**config.mk**
```make
export PLATFORM = sky130hd
export DESIGN_NAME = dual_serial_controller_regs
export DESIGN_NICKNAME = d
export VERILOG_FILES = /design/src/hdl/dscr_pkg.sv /design/src/hdl/dual_serial_controller_regs.sv /design/src/hdl/dscr_front.sv /design/src/hdl/dscr_back.sv
export SDC_FILE = /design/constraint.sdc
export NUM_CORES = 1
export LEC_CHECK = 0
export BUFFER_PORTS_ARGS = -buffer_cell sky130_fd_sc_hd__buf_2
export CAP_MARGIN = 10
export CORE_ASPECT_RATIO = 1.1
export CORE_MARGIN = 5
export CORE_UTILIZATION = 50
export CTS_CLUSTER_SIZE = 24
export DETAILED_ROUTE_END_ITERATION = 16
export GPL_ROUTABILITY_DRIVEN = 0
export PLACE_DENSITY = 0.65
export REMOVE_ABC_BUFFERS = 1
export SLEW_MARGIN = 15
export SYNTH_ARGS = -nofsm -noshare
export SYNTH_HDL_FRONTEND = slang
export SYNTH_SLANG_ARGS = --single-unit
```
**constraint.sdc**
```tcl
create_clock -name i_clk -period 5.85 [get_ports i_clk]
set_input_delay 0.585 -clock i_clk [delete_from_list [all_inputs] [get_ports i_clk]]
set_output_delay 0.585 -clock i_clk [all_outputs]
set_load 0.05 [all_outputs]
```
**src/hdl/dscr_pkg.sv**
```systemverilog
package dscr_pkg;

    // Default number of entries in each receive and transmit FIFO.
    localparam int FIFO_DEPTH_DEF = 16;

    // Depth of the queue between front and back, and of the result queue.
    localparam int CQ_DEPTH = 4;
    localparam int CQ_AW    = $clog2(CQ_DEPTH);
    localparam int OQ_DEPTH = 4;
    localparam int OQ_AW    = $clog2(OQ_DEPTH);

    // Operation codes of an input item.
    localparam logic [1:0] OP_READ     = 2'd0;
    localparam logic [1:0] OP_WRITE    = 2'd1;
    localparam logic [1:0] OP_HOST_POP = 2'd2;

    // Bus address map.
    localparam logic [3:0] ADDR_CMD_B  = 4'h8;
    localparam logic [3:0] ADDR_CMD_A  = 4'h9;
    localparam logic [3:0] ADDR_DATA_B = 4'hA;
    localparam logic [3:0] ADDR_DATA_A = 4'hB;

    // Register pointer values with a fixed meaning on a command read.
    localparam logic [3:0] PTR_STATUS = 4'd0;
    localparam logic [3:0] PTR_RR1    = 4'd1;

    // Write register 14 bit 4 enables local loopback.
    localparam logic [3:0] LOOPBACK_REG = 4'd14;
    localparam int         LOOPBACK_BIT = 4;

    localparam logic [7:0] STATUS_BASE    = 8'h04;
    localparam logic [7:0] STATUS_RXAVAIL = 8'h01;
    localparam logic [7:0] RR1_VALUE      = 8'h01;

    typedef struct packed {
        logic [1:0] op;
        logic [3:0] reg_addr;
        logic [7:0] write_data;
        logic       host_channel;
    } t_in;

    typedef struct packed {
        logic [7:0] read_data;
        logic       tx_valid;
        logic [7:0] tx_byte;
        logic       dropped;
    } t_out;

    // Classified operation handed from the front to the back.
    typedef enum logic [2:0] {
        K_NONE,
        K_CMD_RD,
        K_CMD_WR,
        K_DAT_RD,
        K_DAT_WR,
        K_HOST_POP
    } t_kind;

    typedef struct packed {
        t_kind      kind;
        logic       ch;
        logic [7:0] data;
    } t_cmd;

endpackage

```
**src/hdl/dual_serial_controller_regs.sv**
```systemverilog
// Register interface of a simplified two-channel serial controller.
// Input channel: an item (bus read, bus write or host pop of a transmit byte)
// is taken on a rising edge with push high and full low. Result channel: while
// empty is low the oldest result sits on o_result, and it is removed on a
// rising edge with pop high. Every item, including one to an unmapped address,
// gives exactly one result, in the order the items were accepted.
// An item passes from the front queue to the execute stage, then through the
// registered FIFO read, and its result is written into the result queue.
// Throughput: one item per cycle, sustained while the receiver keeps popping;
// each item is a single register or FIFO operation, done by the execute stage
// against the channel state and the FIFO memories.
// A four-entry queue separates front and back, and a four-entry result queue
// follows the execute stage. When the receiver stalls, the result queue fills,
// the execute stage holds, then the front queue fills and full is raised;
// nothing is lost or repeated.
// Reset (synchronous, active low) clears the register pointers, the write
// registers, all FIFO counts and heads, and both queues. FIFO storage itself
// is not cleared; only entries that have been written are ever read.
module dual_serial_controller_regs #(
    parameter int FIFO_DEPTH = dscr_pkg::FIFO_DEPTH_DEF
) (
    input  logic           i_clk,
    input  logic           i_rst_n,
    input  logic           push,
    output logic           full,
    input  dscr_pkg::t_in  i_item,
    output logic           empty,
    input  logic           pop,
    output dscr_pkg::t_out o_result
);
    import dscr_pkg::*;

    // Classified operations travelling from the front to the execute stage.
    logic cmd_valid;
    logic cmd_take;
    t_cmd cmd;

    // The front decodes each item and queues it, so that acceptance never
    // waits on the execute stage unless its queue is full.
    dscr_front u_front (
        .i_clk       (i_clk),
        .i_rst_n     (i_rst_n),
        .push        (push),
        .full        (full),
        .i_item      (i_item),
        .o_cmd_valid (cmd_valid),
        .o_cmd       (cmd),
        .i_cmd_take  (cmd_take)
    );

    // The back holds the channel state and FIFOs and produces the results.
    dscr_back #(
        .FIFO_DEPTH (FIFO_DEPTH)
    ) u_back (
        .i_clk       (i_clk),
        .i_rst_n     (i_rst_n),
        .i_cmd_valid (cmd_valid),
        .i_cmd       (cmd),
        .o_cmd_take  (cmd_take),
        .empty       (empty),
        .pop         (pop),
        .o_result    (o_result)
    );

endmodule

```
**src/hdl/dscr_front.sv**
```systemverilog
module dscr_front (
    input  logic           i_clk,
    input  logic           i_rst_n,
    input  logic           push,
    output logic           full,
    input  dscr_pkg::t_in  i_item,
    output logic           o_cmd_valid,
    output dscr_pkg::t_cmd o_cmd,
    input  logic           i_cmd_take
);
    import dscr_pkg::*;

    t_cmd              r_q [CQ_DEPTH];
    logic [CQ_AW-1:0]  r_wr;
    logic [CQ_AW-1:0]  r_rd;
    logic [CQ_AW:0]    r_cnt;
    t_cmd              n_cmd;
    logic              accept;
    logic              take;

    // Decode the bus address and operation into one kind of work.
    always_comb begin
        n_cmd.kind = K_NONE;
        n_cmd.ch   = i_item.reg_addr[0];
        n_cmd.data = i_item.write_data;
        case (i_item.op)
            OP_READ: begin
                case (i_item.reg_addr)
                    ADDR_CMD_B, ADDR_CMD_A:   n_cmd.kind = K_CMD_RD;
                    ADDR_DATA_B, ADDR_DATA_A: n_cmd.kind = K_DAT_RD;
                    default:                  n_cmd.kind = K_NONE;
                endcase
            end
            OP_WRITE: begin
                case (i_item.reg_addr)
                    ADDR_CMD_B, ADDR_CMD_A:   n_cmd.kind = K_CMD_WR;
                    ADDR_DATA_B, ADDR_DATA_A: n_cmd.kind = K_DAT_WR;
                    default:                  n_cmd.kind = K_NONE;
                endcase
            end
            OP_HOST_POP: begin
                n_cmd.kind = K_HOST_POP;
                n_cmd.ch   = i_item.host_channel;
            end
            default: n_cmd.kind = K_NONE;
        endcase
    end

    assign full        = (r_cnt == (CQ_AW+1)'(CQ_DEPTH));
    assign accept      = push && !full;
    assign o_cmd_valid = (r_cnt != '0);
    assign take        = i_cmd_take && o_cmd_valid;
    assign o_cmd       = r_q[r_rd];

    always_ff @(posedge i_clk) begin
        if (accept) begin
            r_q[r_wr] <= n_cmd;
        end
    end

    always_ff @(posedge i_clk) begin
        if (!i_rst_n) begin
            r_wr  <= '0;
            r_rd  <= '0;
            r_cnt <= '0;
        end else begin
            if (accept) begin
                r_wr <= r_wr + 1'b1;
            end
            if (take) begin
                r_rd <= r_rd + 1'b1;
            end
            if (accept && !take) begin
                r_cnt <= r_cnt + 1'b1;
            end else if (take && !accept) begin
                r_cnt <= r_cnt - 1'b1;
            end
        end
    end

endmodule

```
**src/hdl/dscr_back.sv**
```systemverilog
module dscr_back #(
    parameter int FIFO_DEPTH = dscr_pkg::FIFO_DEPTH_DEF
) (
    input  logic           i_clk,
    input  logic           i_rst_n,
    input  logic           i_cmd_valid,
    input  dscr_pkg::t_cmd i_cmd,
    output logic           o_cmd_take,
    output logic           empty,
    input  logic           pop,
    output dscr_pkg::t_out o_result
);
    import dscr_pkg::*;

    localparam int CW = $clog2(FIFO_DEPTH + 1);
    localparam int IW = (FIFO_DEPTH > 1) ? $clog2(FIFO_DEPTH) : 1;
    localparam int SW = CW + 1;

    typedef enum logic [1:0] {
        SRC_CONST,
        SRC_RX,
        SRC_TX
    } t_src;

    // Channel state.
    logic [3:0]    r_ptr   [2];
    logic [7:0]    r_wregs [2][16];
    logic          r_loop  [2];
    logic [CW-1:0] r_rx_cnt  [2];
    logic [CW-1:0] r_tx_cnt  [2];
    logic [IW-1:0] r_rx_head [2];
    logic [IW-1:0] r_tx_head [2];

    // FIFO storage.
    logic [7:0] rx_mem [2][FIFO_DEPTH];
    logic [7:0] tx_mem [2][FIFO_DEPTH];
    logic [7:0] r_rx_q;
    logic [7:0] r_tx_q;

    // Second stage.
    logic       r_s2_valid;
    t_src       r_s2_src;
    logic [7:0] r_s2_const;
    logic       r_s2_txv;
    logic       r_s2_drop;

    // Result queue.
    t_out             r_oq [OQ_DEPTH];
    logic [OQ_AW-1:0] r_oq_wr;
    logic [OQ_AW-1:0] r_oq_rd;
    logic [OQ_AW:0]   r_oq_cnt;

    logic          issue;
    logic          ch;
    logic [3:0]    ptr;
    logic [CW-1:0] rx_cnt;
    logic [CW-1:0] tx_cnt;
    logic [IW-1:0] rx_head;
    logic [IW-1:0] tx_head;
    logic [SW-1:0] rx_sum;
    logic [SW-1:0] tx_sum;
    logic [IW-1:0] rx_tail;
    logic [IW-1:0] tx_tail;
    logic          rx_has;
    logic          tx_has;
    logic          rx_room;
    logic          tx_room;

    logic       rx_we;
    logic       tx_we;
    logic       rx_re;
    logic       tx_re;
    logic       ptr_we;
    logic [3:0] n_ptr;
    logic       wreg_we;
    t_src       n_src;
    logic [7:0] n_const;
    logic       n_txv;
    logic       n_drop;
    t_out       s2_res;
    logic       oq_pop;

    assign issue      = i_cmd_valid &&
                        ((r_oq_cnt + (OQ_AW+1)'(r_s2_valid)) < (OQ_AW+1)'(OQ_DEPTH));
    assign o_cmd_take = issue;

    assign ch      = i_cmd.ch;
    assign ptr     = r_ptr[ch];
    assign rx_cnt  = r_rx_cnt[ch];
    assign tx_cnt  = r_tx_cnt[ch];
    assign rx_head = r_rx_head[ch];
    assign tx_head = r_tx_head[ch];
    assign rx_has  = (rx_cnt != '0);
    assign tx_has  = (tx_cnt != '0);
    assign rx_room = (rx_cnt < CW'(FIFO_DEPTH));
    assign tx_room = (tx_cnt < CW'(FIFO_DEPTH));

    // Tail is head plus count, folded back once into the ring.
    assign rx_sum  = SW'(rx_head) + SW'(rx_cnt);
    assign tx_sum  = SW'(tx_head) + SW'(tx_cnt);
    assign rx_tail = (rx_sum >= SW'(FIFO_DEPTH)) ?
                     IW'(rx_sum - SW'(FIFO_DEPTH)) : IW'(rx_sum);
    assign tx_tail = (tx_sum >= SW'(FIFO_DEPTH)) ?
                     IW'(tx_sum - SW'(FIFO_DEPTH)) : IW'(tx_sum);

    function automatic logic [IW-1:0] head_inc(input logic [IW-1:0] h);
        logic [IW-1:0] res;
        if (h == IW'(FIFO_DEPTH - 1)) begin
            res = '0;
        end else begin
            res = h + 1'b1;
        end
        return res;
    endfunction

    always_comb begin
        rx_we   = 1'b0;
        tx_we   = 1'b0;
        rx_re   = 1'b0;
        tx_re   = 1'b0;
        ptr_we  = 1'b0;
        n_ptr   = '0;
        wreg_we = 1'b0;
        n_src   = SRC_CONST;
        n_const = '0;
        n_txv   = 1'b0;
        n_drop  = 1'b0;
        case (i_cmd.kind)
            K_CMD_RD: begin
                ptr_we = 1'b1;
                if (ptr == PTR_STATUS) begin
                    n_const = STATUS_BASE | (rx_has ? STATUS_RXAVAIL : 8'h00);
                end else if (ptr == PTR_RR1) begin
                    n_const = RR1_VALUE;
                end else begin
                    n_const = r_wregs[ch][ptr];
                end
            end
            K_CMD_WR: begin
                ptr_we = 1'b1;
                if (ptr == PTR_STATUS) begin
                    n_ptr = i_cmd.data[3:0];
                end else begin
                    wreg_we = 1'b1;
                end
            end
            K_DAT_RD: begin
                if (rx_has) begin
                    rx_re = 1'b1;
                    n_src = SRC_RX;
                end
            end
            K_DAT_WR: begin
                tx_we  = tx_room;
                n_drop = !tx_room;
                if (r_loop[ch]) begin
                    rx_we = rx_room;
                    if (!rx_room) begin
                        n_drop = 1'b1;
                    end
                end
            end
            K_HOST_POP: begin
                if (tx_has) begin
                    tx_re = 1'b1;
                    n_txv = 1'b1;
                    n_src = SRC_TX;
                end
            end
            default: n_src = SRC_CONST;
        endcase
    end

    // FIFO storage: each side does one write or one registered read per cycle, only when an item issues.
    always_ff @(posedge i_clk) begin
        if (issue && rx_we) begin
            rx_mem[ch][rx_tail] <= i_cmd.data;
        end
        if (issue && rx_re) begin
            r_rx_q <= rx_mem[ch][rx_head];
        end
    end

    always_ff @(posedge i_clk) begin
        if (issue && tx_we) begin
            tx_mem[ch][tx_tail] <= i_cmd.data;
        end
        if (issue && tx_re) begin
            r_tx_q <= tx_mem[ch][tx_head];
        end
    end

    always_ff @(posedge i_clk) begin
        if (!i_rst_n) begin
            for (int c = 0; c < 2; c++) begin
                r_ptr[c]     <= '0;
                r_loop[c]    <= 1'b0;
                r_rx_cnt[c]  <= '0;
                r_tx_cnt[c]  <= '0;
                r_rx_head[c] <= '0;
                r_tx_head[c] <= '0;
                for (int r = 0; r < 16; r++) begin
                    r_wregs[c][r] <= '0;
                end
            end
        end else if (issue) begin
            if (ptr_we) begin
                r_ptr[ch] <= n_ptr;
            end
            if (wreg_we) begin
                r_wregs[ch][ptr] <= i_cmd.data;
                if (ptr == LOOPBACK_REG) begin
                    r_loop[ch] <= i_cmd.data[LOOPBACK_BIT];
                end
            end
            if (rx_we) begin
                r_rx_cnt[ch] <= rx_cnt + 1'b1;
            end else if (rx_re) begin
                r_rx_cnt[ch]  <= rx_cnt - 1'b1;
                r_rx_head[ch] <= head_inc(rx_head);
            end
            if (tx_we) begin
                r_tx_cnt[ch] <= tx_cnt + 1'b1;
            end else if (tx_re) begin
                r_tx_cnt[ch]  <= tx_cnt - 1'b1;
                r_tx_head[ch] <= head_inc(tx_head);
            end
        end
    end

    always_ff @(posedge i_clk) begin
        if (!i_rst_n) begin
            r_s2_valid <= 1'b0;
        end else begin
            r_s2_valid <= issue;
        end
    end

    always_ff @(posedge i_clk) begin
        if (issue) begin
            r_s2_src   <= n_src;
            r_s2_const <= n_const;
            r_s2_txv   <= n_txv;
            r_s2_drop  <= n_drop;
        end
    end

    // Merge the FIFO read data into the result.
    always_comb begin
        s2_res.read_data = (r_s2_src == SRC_RX) ? r_rx_q : r_s2_const;
        s2_res.tx_valid  = r_s2_txv;
        s2_res.tx_byte   = (r_s2_src == SRC_TX) ? r_tx_q : 8'h00;
        s2_res.dropped   = r_s2_drop;
    end

    assign empty    = (r_oq_cnt == '0);
    assign oq_pop   = pop && !empty;
    assign o_result = r_oq[r_oq_rd];

    always_ff @(posedge i_clk) begin
        if (r_s2_valid) begin
            r_oq[r_oq_wr] <= s2_res;
        end
    end

    always_ff @(posedge i_clk) begin
        if (!i_rst_n) begin
            r_oq_wr  <= '0;
            r_oq_rd  <= '0;
            r_oq_cnt <= '0;
        end else begin
            if (r_s2_valid) begin
                r_oq_wr <= r_oq_wr + 1'b1;
            end
            if (oq_pop) begin
                r_oq_rd <= r_oq_rd + 1'b1;
            end
            if (r_s2_valid && !oq_pop) begin
                r_oq_cnt <= r_oq_cnt + 1'b1;
            end else if (oq_pop && !r_s2_valid) begin
                r_oq_cnt <= r_oq_cnt - 1'b1;
            end
        end
    end

endmodule

```
==> impl_metrics.tcl, run 1 <==
set metrics [dict create \
    routed_wirelength_um 95300 \
    synth_sequential_area_ratio_pct 71.5 \
    peakVddDrop_mv 0.237 \
    worst_r2r_endpoint "u_back.tx_mem[1][115]$_DFFE_PP_" \
    timing.hold.worst_path_depth 1 \
    max_slew_margin_pct 24.2 \
    critical_path.startpoint_type "register" \
    design.die.area_um2 87000 \
    regToRegSetupSlack_ns 1.46 \
    cp-end-kind "register" \
    pin_count 39 \
    post_synth_edffs 952 \
    post-cts-setup-buffers 0 \
    fraction_of_final_layout_cells_with_drive_strength_greater_than_1_pct 18.7 \
    drt_iter0_markers 2573 \
    global_route_wire_length_before_repair_um 144000 \
    synth.top_cells.by_area "edfxtp_1 (70%), mux4_2 (7.4%), mux2i_1 (2.6%)" \
    biggest_cell_delay_along_the_critical_path_ns 0.94 \
    grt.total_usage_pct 22.0 \
    fp.dieW_um 282 \
    synth_top_cell_area_share_pct 70.5 \
    maximum_net_fanout_on_the_critical_path 39 \
    synth_async_sr_flop_share_pct 0 \
    path_delay_family "multiplexers" \
    hold_path.class "in2reg" \
    syn-mean-instance-area_um2 16.2 \
    root_buffer "clkbuf_16" \
    htreeDepth 3 \
    ff_latch_area_um2 29000 \
    cts_tree "yes" \
    grt-ovfl-total 0 \
    timing_max_transition_violations_final 0 \
    area_delta_synth_final_pct 11.2 \
    final_antenna_net_count 0 \
    total_area_of_multi_input_combinational_cells_um2 10800 \
    final.setup.tns_ns 0 \
    final-setup-viol-count 0 \
    floorplan.die.height_um 309 \
    ys_seq_elements 973 \
    number_of_remaining_drc_errors 0 \
    crit_path_cell_trace "mux4_4 -> buf_4 -> mux2i_1 -> inv_1 -> ha_1 -> a21oi_1 -> xnor2_1 -> nand2_1 -> nor2_1" \
    maximum_number_of_pins_on_one_net_before_global_route_repair 68 \
    grt_pass1_vias 22854 \
    nets_finish 2618 \
    io_buf_count 38 \
    place.detailed.hpwl_um 61600 \
    worst_hold_startpoint "i_item[7]" \
    worstPathBufferInverterCount 2 \
    final_min_period_over_clock_period_pct 75.0 \
    synth-warning-count 0 \
    timing.max_cap.violations 0 \
    static-leakage-power_uw 0.0149 \
    rr_startpoint "u_front.r_q[0][8]$_DFFE_PP_" \
    worstSkewPairLatency_ns 0.65 \
    mappedNetlistArea_um2 40600 \
    tritoncts_buffer_count 92 \
    time_the_final_worst_path_needs_with_i_o_delays_and_setup_ns 4.39 \
    drt_pass1_iterations 6 \
    detail_route.vias_per_cell 6.04 \
    syn_inst 2509 \
    route.vias.total 22385 \
    post_cts_resized 0 \
    clock-skew-final_ns 0.0255 \
    netlist-cell-type-count 74 \
    coreArea_um2 80500 \
    timing_worst_slew_pin_value_ns 1.13 \
    std_cell_rows 109 \
    max_freq_mhz 228 \
    worst_path_max_delay_cell "mux4_4" \
    synth_area_leader_cell "edfxtp_1" \
    r2r_cells 9 \
    start_util_pct 50.4 \
    final_hold_slack_ns 0.147 \
    cp.arrival_ns 4.65 \
    antenna_violations_before_repair 1 \
    final_hold_violation_count 0 \
    cts.reportedPaths.clkPinSlew_ns 0.06 \
    fillers 6117 \
    numClockSinks 973 \
    final_core_util_pct 56.1 \
    clock_tree.buffer_depth 3 \
    cts_hold_buf 0 \
    synth_flop_cell "edfxtp_1" \
    setup.worst_path.class "reg2reg" \
    routedWlPerCell_um 25.7 \
    timing.critical_path.required_ns 6.11 \
    outcome "finished clean" \
    power_density_nw_per_um2 442 \
    unrepaired_setup_endpoints_after_global_routing "no" \
    worstHoldEndpoint "u_front.r_q[2][6]$_DFFE_PP_" \
]
through the flow:
step	instance area, um^2	cells	worst slack (ns)	power (uW)
CTS	45100	3705	1.49	20000
floorplan	40000	2376	0.270	12000
detailed placement	41900	3531	1.51	13900
finish	45100	3707	1.46	20000
global placement	41900	3531	1.66	13800
global route	45100	3705	1.17	20700
logic make-up (layout without fill, tap and decap cells):
group           after synthesis  after routing  share of synthesized area [%]
compound gates              319            319                           4.98
xor+xnor                     32             32                          0.691
fa+ha+maj                    28             28                          0.956
buf+inv                     181            312                           1.99
flops                       973            973                           71.5
mux                         316            316                           12.2
other cells                   1             14                        0.00924
simple gates                659            659                           7.70
worst max path at each step:
stage | from | end | slack (ns) | cells past startpoint
final | u_front.r_q[0][8]$_DFFE_PP_ | u_back.tx_mem[1][115]$_DFFE_PP_ | 1.46 | 9
after global routing | u_front.r_q[0][8]$_DFFE_PP_ | u_back.tx_mem[1][92]$_DFFE_PP_ | 1.17 | 9
after CTS | u_front.r_q[0][8]$_DFFE_PP_ | u_back.tx_mem[0][111]$_DFFE_PP_ | 1.49 | 9
after detailed placement | u_front.r_q[0][8]$_DFFE_PP_ | u_back.tx_mem[1][93]$_DFFE_PP_ | 1.51 | 9
after global placement | u_front.r_q[3][8]$_DFFE_PP_ | u_back.tx_mem[1][75]$_DFFE_PP_ | 1.66 | 9
after floorplan | register | u_back.tx_mem[1][16]$_DFFE_PP_ | 0.27 | 10
cells in the mapped netlist (all sizes together), types with 7 or more instances:
cell     count
nor3b       18
nor4        12
xnor2       14
nand3       28
nand2b      19
nor3        52
a41o         7
o22ai       12
or2         11
a211oi      31
a31oi       14
clkbuf      70
edfxtp     952
o21ai       98
nand3b       8
and3        10
a221oi       8
nor2b       52
ha          23
a2111oi     18
inv         36
a21oi       83
nand2      151
xor2        18
nor2       255
a22oi        9
mux2        73
dfxtp       21
mux4       133
buf         74
o211ai       8
mux2i      110
and2        28
layout by cell type, fill, tap and decap left out, types with 23 or more instances in the layout:
master | synthesis | layout
edfxtp_1 | 952 | 952
nor2_1 | 247 | 247
nand2_1 | 150 | 150
mux4_2 | 133 | 132
mux2i_1 | 107 | 107
clkbuf_16 | 0 | 95
o21ai_0 | 85 | 85
a21oi_1 | 80 | 80
mux2_2 | 73 | 72
buf_4 | 3 | 63
nor2b_1 | 51 | 51
nor3_1 | 51 | 51
buf_2 | 50 | 38
a211oi_1 | 31 | 31
nand3_1 | 28 | 28
and2_1 | 28 | 28
inv_1 | 35 | 27
ha_1 | 23 | 23
metal layers:
layer / wire length [um] / up-vias / track usage, %
li1: - / 9837 / -
met1: 39200 / 11375 / 31.0
met2: 45600 / 994 / 35.1
met3: 7170 / 177 / 3.81
met4: 3350 / 2 / 7.65
met5: 13 / - / 0
power breakdown:
| part | switching [uW] | internal (uW) | leakage (uW) |
|---|---|---|---|
| clock | 2580 | 3620 | 0.00155 |
| sequential | 213 | 8730 | 0.00914 |
| combinational | 3530 | 1300 | 0.00418 |
final cells by class:
| class | instances | share of cell area, % |
|---|---|---|
| clock buffer | 110 | 5.48 |
| clock inverter | 64 | 1.56 |
| tap | 1054 | 2.92 |
| antenna | 2 | 0.0111 |
| inverter | 37 | 0.322 |
| multi-input combinational | 1366 | 24.0 |
| timing repair buffer | 101 | 1.47 |
| sequential | 973 | 64.3 |
flip-flops by register name (all words and copies together), names as in the netlist, 3 cells and up, named ones only:
register	count
u_back.rx_mem	256
u_back.tx_mem	256
u_back.r_wregs	248
u_back.r_oq	72
u_front.r_q	48
u_back.r_rx_cnt	10
u_back.r_tx_cnt	10
u_back.r_ptr	8
u_back.r_rx_head	8
u_back.r_rx_q	8
u_back.r_s2_const	8
u_back.r_tx_head	8
u_back.r_tx_q	8
u_back.r_oq_cnt	3
u_front.r_cnt	3
(Power assumes the default switching activity.)
==> run 2: changes to the inputs <==
==> constraint.sdc (replaced) <==
create_clock -name i_clk -period 4.44 [get_ports i_clk]
set_input_delay 0.444 -clock i_clk [delete_from_list [all_inputs] [get_ports i_clk]]
set_output_delay 0.444 -clock i_clk [all_outputs]
set_load 0.05 [all_outputs]
==> impl_metrics.tcl, run 2 (same netlist as run 1, synthesis figures left out) <==
set metrics [dict create \
    outcome "finished clean" \
    total_power_uw 26100 \
    timing.max_cap.violations 0 \
    clock_tree.buffer_depth 3 \
    maximum_number_of_pins_on_one_net_before_global_route_repair 73 \
    timing.critical_path.required_ns 4.72 \
    static-leakage-power_uw 0.0150 \
    detailedPlace.worstSlack_ns 0.305 \
    worstSkewPairLatency_ns 0.67 \
    cp-end-kind "register" \
    design.die.area_um2 87000 \
    max_slew_margin_pct 32.6 \
    max_freq_mhz 240 \
    clock-skew-final_ns 0.0368 \
    antenna_violations_before_repair 1 \
    post_dp_cell_area_um2 42200 \
    cts.reportedPaths.clkPinSlew_ns 0.06 \
    final_antenna_net_count 0 \
    routedWlPerCell_um 25.6 \
    peakVddDrop_mv 0.363 \
    grt.total_usage_pct 22.0 \
    number_of_remaining_drc_errors 0 \
    timing_worst_slew_pin_value_ns 1.01 \
    start_util_pct 50.4 \
    grt_pass1_vias 22764 \
    fp.dieW_um 282 \
    final.setup.tns_ns 0 \
    io_buf_count 38 \
    tritoncts_buffer_count 95 \
    floorplan.die.height_um 309 \
    grt-ovfl-total 0 \
    maximum_net_fanout_on_the_critical_path 34 \
    drt_pass1_iterations 6 \
    coreArea_um2 80500 \
    power_density_nw_per_um2 576 \
    final_area_um2 45400 \
    unrepaired_setup_endpoints_after_global_routing "yes" \
    std_cell_rows 109 \
    r2r_cells 9 \
    timing_max_transition_violations_final 0 \
    fillers 6194 \
    place.detailed.hpwl_um 61700 \
    numClockSinks 973 \
    hold_path.class "in2reg" \
    route.vias.total 22421 \
    layout.cells.most_common "edfxtp_1" \
    final_hold_violation_count 0 \
    detail_route.vias_per_cell 5.99 \
    final_setup_margin_ns 0.278 \
    drt_iter0_markers 2530 \
    htreeDepth 3 \
    critical_path.startpoint_type "register" \
    time_the_final_worst_path_needs_with_i_o_delays_and_setup_ns 4.16 \
    root_buffer "clkbuf_16" \
    timing.hold.worst_path_depth 1 \
    routed_wirelength_um 95700 \
    layout.cells.most_common_list "edfxtp_1 (952), nor2_1 (243), nand2_1 (150)" \
    final_min_period_over_clock_period_pct 93.7 \
    cp.arrival_ns 4.45 \
    cts_tree "yes" \
    global_route_wire_length_before_repair_um 144000 \
    largest_registers "u_back.rx_mem: 256 flops, u_back.tx_mem: 256 flops, u_back.r_wregs: 248 flops" \
    area_delta_synth_final_pct 11.8 \
    antenna_cells_inserted 0 \
    nets_finish 2664 \
    fraction_of_final_layout_cells_with_drive_strength_greater_than_1_pct 19.5 \
    final-setup-viol-count 0 \
    post-cts-setup-buffers 0 \
    setup.worst_path.class "reg2reg" \
    pin_count 39 \
    final_hold_slack_ns 0.0342 \
]
-- run 2: cell count changes in the layout (fill, tap and decap cells not counted), sizes merged --
cell	change
clkbuf	+8
bufinv	-3
buf	+36
clkinv	-12
inv	+2
diode	-2
clkinvlp	-3
dlygate4sd3	+7
-- run 2: worst paths after layout --
kind | slack [ns] | startpoint | endpoint
max | 0.28 | u_front.r_q[0][8]$_DFFE_PP_ | u_back.rx_mem[1][106]$_DFFE_PP_
min reg2reg | 0.52 | u_back.r_s2_drop$_SDFFCE_PP0N_ | u_back.r_oq[0][0]$_DFFE_PP_
min | 0.03 | i_item[2] | u_front.r_q[2][1]$_DFFE_PP_
max reg2reg | 0.28 | u_front.r_q[0][8]$_DFFE_PP_ | u_back.rx_mem[1][106]$_DFFE_PP_
-- run 2: final cells by class --
cell class	count	area, um^2	share of cell area, %
Multi-Input combinational cell	1366	10800	23.8
Clock inverter	48	548	1.21
Timing Repair Buffer	144	1030	2.27
Clock buffer	118	2510	5.54
Sequential cell	973	29000	63.9
Inverter	37	139	0.306
Tap cell	1054	1320	2.91
-- run 2: repair_timing --
| item | in CTS | in global routing |
|---|---|---|
| endpoints found under the setup margin | 0 | 40 |
| resized for setup | 0 | 4 |
| hold endpoints to repair | 26 | 0 |
| hold buffers | 7 | 0 |
-- run 2: metrics by stage --
step	utilization, %	instances
6_report	56.4	3740
5_1_grt	56.4	3740
4_1_cts	56.4	3740
3_5_place_dp	52.5	3567
3_3_place_gp	52.5	3567
2_1_floorplan	-	2376
-- run 2: metal layers --
layer	up-vias	GRT usage (%)	share of wire (%)
met5	-	0	0
met4	0	8.85	4.1
met3	194	3.60	7.0
met2	942	34.9	47
met1	11362	30.9	42
li1	9923	-	-
-- run 2: where the power goes --
| group | switching, uW | total [uW] | internal [uW] |
|---|---|---|---|
| registers | 268 | 11800 | 11500 |
| clock network | 3340 | 7950 | 4600 |
| logic | 4660 | 6400 | 1740 |
-- run 2: critical path: stages (launching register included) --
cell and delay [ns]:
edfxtp_1 0.40, mux4_4 0.91, mux2i_1 0.43, inv_1 0.18, ha_1 0.32, a21o_1 0.19
a21oi_1 0.25, xnor2_1 0.17, nand2_1 0.29, nor2_1 0.64
